`src/rtl/rec_pkg.sv`:
```
// ----------------------------------------------------------------------------
// rec_pkg: shared types and codes for the reference-counted entry cache
// Beat structs, table entry layout, op/status codes, shared-unit modes.
// ----------------------------------------------------------------------------
package rec_pkg;

	localparam int ENTRIES = 64;
	localparam int IDX_W   = (ENTRIES > 1) ? $clog2(ENTRIES) : 1;
	localparam int CNT_W   = 10;

	typedef logic [IDX_W-1:0] idx_t;
	typedef logic [CNT_W-1:0] cnt_t;
	typedef logic [7:0]       dev_t;
	typedef logic [15:0]      obj_t;
	typedef logic [5:0]       slot_t;
	typedef logic [1:0]       op_t;
	typedef logic [2:0]       status_t;
	typedef logic [1:0]       unit_mode_t;

	localparam cnt_t COUNT_MAX = {CNT_W{1'b1}};

	localparam op_t OP_GET  = 2'd0;
	localparam op_t OP_DUP  = 2'd1;
	localparam op_t OP_PUT  = 2'd2;
	localparam op_t OP_MARK = 2'd3;

	localparam status_t ST_OK       = 3'd0;
	localparam status_t ST_NEW      = 3'd1;
	localparam status_t ST_FULL     = 3'd2;
	localparam status_t ST_FREE_PUT = 3'd3;
	localparam status_t ST_SAT      = 3'd4;

	localparam unit_mode_t U_HOLD = 2'd0;
	localparam unit_mode_t U_INC  = 2'd1;
	localparam unit_mode_t U_DEC  = 2'd2;

	typedef struct packed {
		op_t   op;
		dev_t  device;
		obj_t  object_number;
		slot_t slot_index;
	} req_t;

	typedef struct packed {
		slot_t   slot;
		status_t status;
		cnt_t    ref_count;
		logic    needs_load;
	} rsp_t;

	typedef struct packed {
		dev_t key_device;
		obj_t key_object;
		cnt_t refs;
		logic valid;
	} entry_t;

	typedef struct packed {
		logic key_eq;
		logic zero;
		logic sat;
		cnt_t count;
	} unit_res_t;

	function automatic idx_t to_idx(input slot_t s);
		return IDX_W'(s);
	endfunction

endpackage

```
`src/rtl/refcounted_entry_cache.sv`:
```
// A get reads the slots in order from slot 0 until a hit or the last slot, so
// a hit ends the scan early; dup/put/mark work on the named slot alone.
// Throughput: one request at a time; busy stays high until the result beat,
// set by the single table read port walked one slot per cycle.
// Reset clears all counts and valid flags at once via per-slot written bits.
// Result is a one-cycle done strobe; the receiver cannot stall it.
// ----------------------------------------------------------------------------
// refcounted_entry_cache: reference-counted entry cache, top level
// Sequencer over the slot table and the shared compare/count unit.
// ----------------------------------------------------------------------------
module refcounted_entry_cache import rec_pkg::*; (
	input  logic clk,
	input  logic arst_n,
	input  logic start,
	output logic busy,
	input  req_t req,
	output logic done,
	output rsp_t rsp
);

	localparam logic [1:0] S_IDLE = 2'd0;
	localparam logic [1:0] S_SCAN = 2'd1;
	localparam logic [1:0] S_RMW  = 2'd2;

	localparam idx_t LAST = IDX_W'(ENTRIES - 1);

	logic [1:0] state_q, state_d;
	logic       done_q, done_d;
	logic       have_free_q, have_free_d;
	req_t       req_q, req_d;
	logic       oor_q, oor_d;
	idx_t       addr_q, addr_d;
	idx_t       free_q, free_d;
	rsp_t       rsp_q, rsp_d;

	logic       rd_en;
	idx_t       rd_addr;
	entry_t     ent;
	logic       we;
	idx_t       wr_addr;
	entry_t     wr_data;
	unit_mode_t mode;
	unit_res_t  ures;

	logic       hit;
	logic       free_now;
	idx_t       fslot;
	logic       hf;

	rec_store u_store (
		.clk     (clk),
		.arst_n  (arst_n),
		.rd_en   (rd_en),
		.rd_addr (rd_addr),
		.rd_data (ent),
		.we      (we),
		.wr_addr (wr_addr),
		.wr_data (wr_data)
	);

	rec_unit u_unit (
		.mode          (mode),
		.ent           (ent),
		.device        (req_q.device),
		.object_number (req_q.object_number),
		.res           (ures)
	);

	assign busy = (state_q != S_IDLE);
	assign done = done_q;
	assign rsp  = rsp_q;

	assign hit      = !ures.zero && ures.key_eq;
	assign free_now = !have_free_q && ures.zero;
	assign fslot    = free_now ? addr_q : free_q;
	assign hf       = have_free_q || free_now;

	always_comb begin
		mode = U_HOLD;
		if (state_q == S_SCAN) begin
			mode = U_INC;
		end else if (state_q == S_RMW) begin
			if (req_q.op == OP_DUP) mode = U_INC;
			else if (req_q.op == OP_PUT) mode = U_DEC;
		end
	end

	always_comb begin
		state_d     = state_q;
		done_d      = 1'b0;
		have_free_d = have_free_q;
		req_d       = req_q;
		oor_d       = oor_q;
		addr_d      = addr_q;
		free_d      = free_q;
		rsp_d       = rsp_q;
		rd_en       = 1'b0;
		rd_addr     = addr_q;
		we          = 1'b0;
		wr_addr     = addr_q;
		wr_data     = ent;

		unique case (state_q)
			S_IDLE: begin
				if (start) begin
					req_d       = req;
					have_free_d = 1'b0;
					oor_d       = (32'(req.slot_index) >= ENTRIES);
					if (req.op == OP_GET) begin
						rd_en   = 1'b1;
						rd_addr = '0;
						addr_d  = '0;
						state_d = S_SCAN;
					end else begin
						rd_en   = !(32'(req.slot_index) >= ENTRIES);
						rd_addr = to_idx(req.slot_index);
						addr_d  = to_idx(req.slot_index);
						state_d = S_RMW;
					end
				end
			end
			S_SCAN: begin
				if (hit) begin
					we               = 1'b1;
					wr_data.refs     = ures.count;
					rsp_d.slot       = slot_t'(addr_q);
					rsp_d.status     = ures.sat ? ST_SAT : ST_OK;
					rsp_d.ref_count  = ures.count;
					rsp_d.needs_load = !ent.valid;
					done_d           = 1'b1;
					state_d          = S_IDLE;
				end else if (addr_q == LAST) begin
					if (hf) begin
						// claim lowest free slot
						we                 = 1'b1;
						wr_addr            = fslot;
						wr_data.key_device = req_q.device;
						wr_data.key_object = req_q.object_number;
						wr_data.refs       = cnt_t'(1);
						wr_data.valid      = 1'b0;
						rsp_d.slot         = slot_t'(fslot);
						rsp_d.status       = ST_NEW;
						rsp_d.ref_count    = cnt_t'(1);
						rsp_d.needs_load   = 1'b1;
					end else begin
						rsp_d.slot       = '0;
						rsp_d.status     = ST_FULL;
						rsp_d.ref_count  = '0;
						rsp_d.needs_load = 1'b0;
					end
					done_d  = 1'b1;
					state_d = S_IDLE;
				end else begin
					rd_en       = 1'b1;
					rd_addr     = addr_q + idx_t'(1);
					addr_d      = addr_q + idx_t'(1);
					free_d      = fslot;
					have_free_d = hf;
				end
			end
			S_RMW: begin
				rsp_d.slot = req_q.slot_index;
				if (oor_q) begin
					rsp_d.status     = ST_FREE_PUT;
					rsp_d.ref_count  = '0;
					rsp_d.needs_load = 1'b1;
				end else begin
					rsp_d.needs_load = !ent.valid;
					unique case (req_q.op)
						OP_DUP: begin
							we              = 1'b1;
							wr_data.refs    = ures.count;
							rsp_d.status    = ures.sat ? ST_SAT : ST_OK;
							rsp_d.ref_count = ures.count;
						end
						OP_PUT: begin
							we              = !ures.zero;
							wr_data.refs    = ures.count;
							rsp_d.status    = ures.zero ? ST_FREE_PUT : ST_OK;
							rsp_d.ref_count = ures.count;
						end
						OP_MARK: begin
							we               = 1'b1;
							wr_data.valid    = 1'b1;
							rsp_d.status     = ST_OK;
							rsp_d.ref_count  = ent.refs;
							rsp_d.needs_load = 1'b0;
						end
						OP_GET: begin
							rsp_d.status    = ST_OK;
							rsp_d.ref_count = ent.refs;
						end
					endcase
				end
				done_d  = 1'b1;
				state_d = S_IDLE;
			end
			default: begin
				state_d = S_IDLE;
			end
		endcase
	end

	always_ff @(posedge clk or negedge arst_n) begin
		if (!arst_n) begin
			state_q     <= S_IDLE;
			done_q      <= 1'b0;
			have_free_q <= 1'b0;
		end else begin
			state_q     <= state_d;
			done_q      <= done_d;
			have_free_q <= have_free_d;
		end
	end

	always_ff @(posedge clk) begin
		req_q  <= req_d;
		oor_q  <= oor_d;
		addr_q <= addr_d;
		free_q <= free_d;
		rsp_q  <= rsp_d;
	end

`ifndef NO_ASSERTIONS
	a_done_idle: assert property (@(posedge clk) disable iff (!arst_n)
		done |-> !busy)
		else $error("result beat while still busy");

	a_accept_busy: assert property (@(posedge clk) disable iff (!arst_n)
		(start && !busy) |=> (busy && !done))
		else $error("accepted request did not enter a work state");

	a_full_rsp: assert property (@(posedge clk) disable iff (!arst_n)
		(done && rsp.status == ST_FULL) |-> (rsp.ref_count == '0 && rsp.slot == '0))
		else $error("full-table result carries a slot or count");

	a_new_rsp: assert property (@(posedge clk) disable iff (!arst_n)
		(done && rsp.status == ST_NEW) |-> (rsp.ref_count == cnt_t'(1) && rsp.needs_load))
		else $error("newly claimed slot reported with wrong count or load flag");
`endif

endmodule

```
`src/rtl/rec_store.sv`:
```
// ----------------------------------------------------------------------------
// rec_store: slot table
// One write port, one registered read port. Per-slot written bits make an
// untouched slot read back with count zero and valid clear.
// ----------------------------------------------------------------------------
module rec_store import rec_pkg::*; (
	input  logic   clk,
	input  logic   arst_n,
	input  logic   rd_en,
	input  idx_t   rd_addr,
	output entry_t rd_data,
	input  logic   we,
	input  idx_t   wr_addr,
	input  entry_t wr_data
);

	entry_t             mem [ENTRIES];
	entry_t             rd_q;
	logic [ENTRIES-1:0] touched_q;
	logic               rd_touched_q;

	always_ff @(posedge clk) begin
		if (we) begin
			mem[wr_addr] <= wr_data;
		end
		if (rd_en) begin
			rd_q <= mem[rd_addr];
		end
	end

	always_ff @(posedge clk or negedge arst_n) begin
		if (!arst_n) begin
			touched_q    <= '0;
			rd_touched_q <= 1'b0;
		end else begin
			if (we) begin
				touched_q[wr_addr] <= 1'b1;
			end
			if (rd_en) begin
				rd_touched_q <= touched_q[rd_addr];
			end
		end
	end

	always_comb begin
		rd_data = rd_q;
		if (!rd_touched_q) begin
			rd_data.refs  = '0;
			rd_data.valid = 1'b0;
		end
	end

endmodule

```
`src/rtl/rec_unit.sv`:
```
// ----------------------------------------------------------------------------
// rec_unit: shared compare and count unit
// Key compare, zero test and saturating increment / decrement of one count.
// ----------------------------------------------------------------------------
module rec_unit import rec_pkg::*; (
	input  unit_mode_t mode,
	input  entry_t     ent,
	input  dev_t       device,
	input  obj_t       object_number,
	output unit_res_t  res
);

	always_comb begin
		res.key_eq = (ent.key_device == device) && (ent.key_object == object_number);
		res.zero   = (ent.refs == '0);
		res.sat    = (ent.refs == COUNT_MAX);
		res.count  = ent.refs;
		unique case (mode)
			U_INC: begin
				if (!res.sat) res.count = ent.refs + cnt_t'(1);
			end
			U_DEC: begin
				if (!res.zero) res.count = ent.refs - cnt_t'(1);
			end
			default: res.count = ent.refs;
		endcase
	end

endmodule
```
`config.mk`:
```
export PLATFORM = sky130hd
export DESIGN_NAME = refcounted_entry_cache
export DESIGN_NICKNAME = d
export VERILOG_FILES = /design/src/rtl/rec_pkg.sv /design/src/rtl/refcounted_entry_cache.sv /design/src/rtl/rec_store.sv /design/src/rtl/rec_unit.sv
export SDC_FILE = /design/constraint.sdc
export NUM_CORES = 2
export LEC_CHECK = 0
export BUFFER_PORTS_ARGS = -buffer_cell sky130_fd_sc_hd__buf_2
export CAP_MARGIN = 20
export CORE_ASPECT_RATIO = 0.9
export CORE_UTILIZATION = 50
export CTS_BUF_LIST = sky130_fd_sc_hd__clkbuf_8 sky130_fd_sc_hd__clkbuf_16
export DETAILED_ROUTE_END_ITERATION = 8
export PLACE_DENSITY = 0.65
export REMOVE_ABC_BUFFERS = 1
export SYNTH_ARGS = -nofsm -noshare
export SYNTH_HDL_FRONTEND = slang
export SYNTH_HIERARCHICAL = 1
export SYNTH_SLANG_ARGS = --single-unit
```
`constraint.sdc`:
```
create_clock -name clk -period 6.9 [get_ports clk]
set_input_delay 0.345 -clock clk [delete_from_list [all_inputs] [get_ports clk]]
set_output_delay 0.345 -clock clk [all_outputs]
set_load 0.05 [all_outputs]
```
Word level (Yosys, flattened, before mapping)
Memory sizes are Yosys's and may differ from the RTL's. A register that Yosys moved wholly into a read port is not among the register bits.
Index checks and enable logic that the tools add are counted.
- bitwise logic cells: 3
- multiplexer cells: 62
- reduce and logical (&&, ||, !) cells: 23
- add/sub/neg operators: 3
- magnitude comparators: 3
- eq/ne operators: 15
- operators with widths (operator ; number):
    $mux 35 ; 2
    $or 64x64->64 ; 1
    $mux 20 ; 3
    $mux 6 ; 9
    $mux 24 ; 2
    $mux 10 ; 4
    $pmux 20 s2 ; 1
    $pmux 13 s3 ; 1
    $pmux 11 s2 ; 1
    $pmux 10 s2 ; 1
    $mux 1 ; 18
    $mux 2 ; 9
    $eq 16x16->1 ; 1
    $lt 6x7->1 const B ; 2
    $pmux 6 s2 ; 1
    $mux 11 ; 1
    $add 10x1->10 const B ; 1
    $eq 10x10->1 const B ; 1
    $logic_not 10->1 ; 1
    $pmux 1 s2 ; 5
    $sub 10x1->10 const B ; 1
    $eq 2x2->1 const B ; 4
    $eq 8x8->1 ; 1
    $add 6x1->6 const B ; 1
    19 further kinds ; 37
- bits of input ports: 35
- RAM bits: 2240
- register bits after elaboration: 133
- output and inout bits: 22
- memories: 1
- memory list (memory ; words ; width ; read ports ; clocked after Yosys merged registers in ; write ports ; RTL line ; RTL):
    u_store.mem ; 64 ; 35 ; 1 ; 1 ; 1 ; rec_store.sv:17 ; entry_t mem [ENTRIES];

Logic depth before layout (Yosys ltp)
- word-level depth: 13
- gate-level depth with buffers: 22
- gate-level depth less buffers: 15

Modules after synthesis
The synthesis kept the hierarchy.
- by module, submodules not included (module ; cells an instance ; area an instance (um2) ; sequential area each (um2) ; instances):
    rec_store ; 3587 ; 88939.0 ; 69942.1 ; 1
    refcounted_entry_cache ; 314 ; 3704.8 ; 1961.9 ; 1
    rec_unit ; 143 ; 993.5 ; 0.0 ; 1

Worst setup path after synthesis
Ideal clock, no wire load.
- path type: reg2reg
- start: reg u_store.rd_touched_q
- end: mem u_store/mem[39][0] (netlist bit), enable pin
- arrival: 5039 ps
- clock period less this slack: 5467 ps
- cell stages (with the launch flop): 18
- data required time: 6472 ps
- buffers on the path: 7
- setup slack: 1433 ps
- path through: dfrtp_1 > clkbuf_1 > and2_1 > inv_1 > ha_1 > nor2b_1 > clkbuf_1 > and3_1 > clkbuf_1 > nor2_1 > or3_4 > buf_6 > buf_6 > o21a_1 > clkbuf_1 > or3b_2 > clkbuf_1 > nor2_1
- RTL lines (what ; RTL line ; RTL):
    start: declaration ; rec_store.sv:20 ; logic rd_touched_q;
    start signal: assignment ; rec_store.sv:40 ; rd_touched_q <= touched_q[rd_addr];
    end: declaration ; rec_store.sv:17 ;

==> flow_summary.ini <==
[placed_design]
dpl.hpwl_mm = 134
place.gp.congestion = 0.883
place_inst = 6516
place.port_buffers = 56
placedInstanceArea_um2 = 98600
place_ws_ps = 735

[timing]
slew_violations = 0
clock.fmax_ghz = 0.156
rsz0062_at_grt = no
post-route-period-util_pct = 92.9
finalHoldViolCount = 0
worst_clock_skew_ps = 47.4
fin_hold_ws_ps = 116
setup_ws_ps = 487
period_minus_slack_ps = 6410
setup_tns_ps = 0
slew_headroom_pct = 12.6
worst_slew_pin_slew_ps = 1300
setup_viol = 0

[logic_synthesis]
synth_compound_area_share_pct = 1.62
yosysWarnings = 6
netlist_instances = 4044
syn_area_per_cell_um2 = 23.2
synth_top_flop_cell = edfxtp_1
async_flop_share_pct = 2.87
yosys.area_share.adder_pct = 0.187
synth_most_common_cell = edfxtp_1
synth_edf_count = 2333
yosysTopAreaCell = edfxtp_1
synth_top_area_share_pct = 74.8
synth-xor-area-share_pct = 0.224
ys_seq_elements = 2408
yosys.area_share.simple_pct = 1.93
synth_seq_area_share_pct = 76.8
synth_area_um2 = 93600
synthTopCellsByCount = 2333 x edfxtp_1, 706 x mux4_2, 106 x clkbuf_1, 95 x nor2_1
yosys-top-cells-area = edfxtp_1 75%, mux4_2 17%, dfrtp_1 1.8%
synth_top_family_by_area = multiplexers
synthMuxAreaShare_pct = 17.8
synth_cell_types = 75

[global_routing]
grt_max_degree = 73
grt_pass1_wl_mm = 339
grt_usage_pct = 25.7
overflow = 0
antenna_found_initial = 18
grt_pass1_vias = 44300

[clocking]
ctsResizeCount = 0
cts.path.max_buffers = 3
numCtsBuffers = 224
cts_tree = yes
post_cts_buffers = 0
cts_hold_buffers = 34
cts_sinks = 2408
root_buffer = clkbuf_16
cts-htree-levels = 4
path_clk_slew_ps = 60
clock_latency_ps = 870

[setup_path]
reg2reg_setup_slack_ps = 490
worst_path_max_delay_cell = nor4_1
worstPathRequired_ps = 7480
worstPathMaxFanout = 34
start_kind = register
worstSetupPathType = reg2reg
ff2ff_path_depth = 14
critPathArrivalTime_ps = 6990
cp-end-kind = register
crit_chain = xor2_1, nor4_1, nand4_1, nor3_2, buf_4, nand2b_1, nand3_1, inv_1, nand2_1, nand2_4, buf_4, mux4_2, a22oi_1, nand2_1
cpPeakStageDelay_ps = 1090
rr_endpoint = u_store/rd_data[16]$_DFFE_PP_
reg2reg_from = u_store/rd_data[18]$_DFFE_PP_

[power_and_ir_drop]
powerDensity_nw_per_um2 = 444
peakVddDrop_v = 0.000312
leakage_nw = 34.2
power_mw = 47.5

[final_layout]
register_area_um2 = 71900
fin_util_pct = 57.6
layout-drive-gt1-share_pct = 33.7
syn_to_final_growth_pct = 14.3
instances_no_fill = 7000
design_area_um2 = 107000
final_nets = 4423
multi_input_area_um2 = 21000
nFillCells = 13200

[floorplan]
placementRows = 150
core_um2 = 186000
initial_utilization_pct = 50.4
dieArea_um2 = 189000
ioPinCount = 57
die_h_um = 413
die_w_um = 458

[detailed_routing]
routed_wl_mm = 240
avgViaCountPerCell = 6.48
vias = 45400
firstDrtPassIters = 6
routedWlPerCell_um = 34.3
drc = 0
drt_iter0_markers = 6470
ant_nets = 0

[hold_path]
hold_class = in2async

[status]
status = finished clean

[flow_run]
maxCapViolCount = 0
## cells by family after synthesis
logic type	after synthesis
buffers and inverters	270
adders and majority gates	14
and+or+nand+nor	350
AOI/OAI and AO/OA	202
xor gates and xnor gates	24
DFF	2408
muxes	776
## power by group
part | internal, mW | leakage (nW) | total (mW) | switching, mW
logic | 6.73 | 8.23 | 16.1 | 9.35
clock network | 6.93 | 3.77 | 12.3 | 5.39
registers | 18.8 | 22.2 | 19.1 | 0.320
total | 32.5 | 34.2 | 47.5 | 15.1
## placed cells by master, fill, tap and decap left out, drive strengths merged, types with 9 or more instances in the layout
| master | instances |
|---|---|
| edfxtp | 2333 |
| mux4 | 706 |
| buf | 308 |
| clkbuf | 236 |
| clkinv | 103 |
| nor2 | 95 |
| inv | 80 |
| dfrtp | 69 |
| a22oi | 67 |
| or2 | 65 |
| nand2 | 64 |
| mux2i | 38 |
| dlygate4sd3 | 34 |
| mux2 | 32 |
| nand3 | 27 |
| nor2b | 25 |
| bufinv | 23 |
| a21oi | 21 |
| o21ai | 19 |
| xor2 | 16 |
| and2 | 15 |
| ha | 14 |
| nor3 | 12 |
| a22o | 11 |
| nand4 | 10 |
| clkinvlp | 9 |
| a31oi | 9 |
## state kept, by name, summed over array words and instances, names as in the netlist, 2 cells and up
name               flops
u_store/mem         2240
u_store/touched_q     64
req_q                 32
u_store/rd_data       24
rsp                   20
u_store/rd_q          11
addr_q                 6
free_q                 6
state_q                2
## per-layer routing
layer  global-route usage [%]  routed length (um)  up-vias
met4                     6.20                5600        2
met3                     6.15               27300      364
met5                        0                   8        -
met1                     37.8               95600    24400
li1                         -                   -    17900
met2                     39.3              112000     2687
## critical path: cells and delay by family (launching register included)
family	cells	cell delay, ps
buffers and inverters	3	970
muxes	1	490
and+or+nand+nor	8	3130
AOI/OAI and AO/OA	1	850
DFF	1	460
xor gates and xnor gates	1	180
## cell type report
type	count	area share, %
clock buffers	234	5.41
repair buffers	344	3.35
diodes	1	0.00234
flip-flops and latches	2408	67.2
clock inverters	185	1.49
multi-input cells	1366	19.6
inverters	30	0.105
well taps	2432	2.84
## worst max path at each step
| stage | from | endpoint | slack (ps) | depth (start not counted) |
|---|---|---|---|---|
| 2_1_floorplan | u_store/rd_touched_q$_DFFE_PN0P_ | u_store/rd_touched_q$_DFFE_PN0P_ | -72210 | 12 |
| 3_3_place_gp | u_store/rd_data[18]$_DFFE_PP_ | u_store/rd_data[16]$_DFFE_PP_ | 810 | 15 |
| 3_5_place_dp | u_store/rd_data[18]$_DFFE_PP_ | u_store/rd_data[16]$_DFFE_PP_ | 730 | 14 |
| 4_1_cts | u_store/rd_data[18]$_DFFE_PP_ | u_store/rd_q[5]$_DFFE_PP_ | 670 | 15 |
| 5_1_grt | u_store/rd_touched_q$_DFFE_PN0P_ | u_store/rd_data[16]$_DFFE_PP_ | 240 | 15 |
| 6_report | u_store/rd_data[18]$_DFFE_PP_ | u_store/rd_data[16]$_DFFE_PP_ | 490 | 14 |
Power figures use the tool's default switching activity.
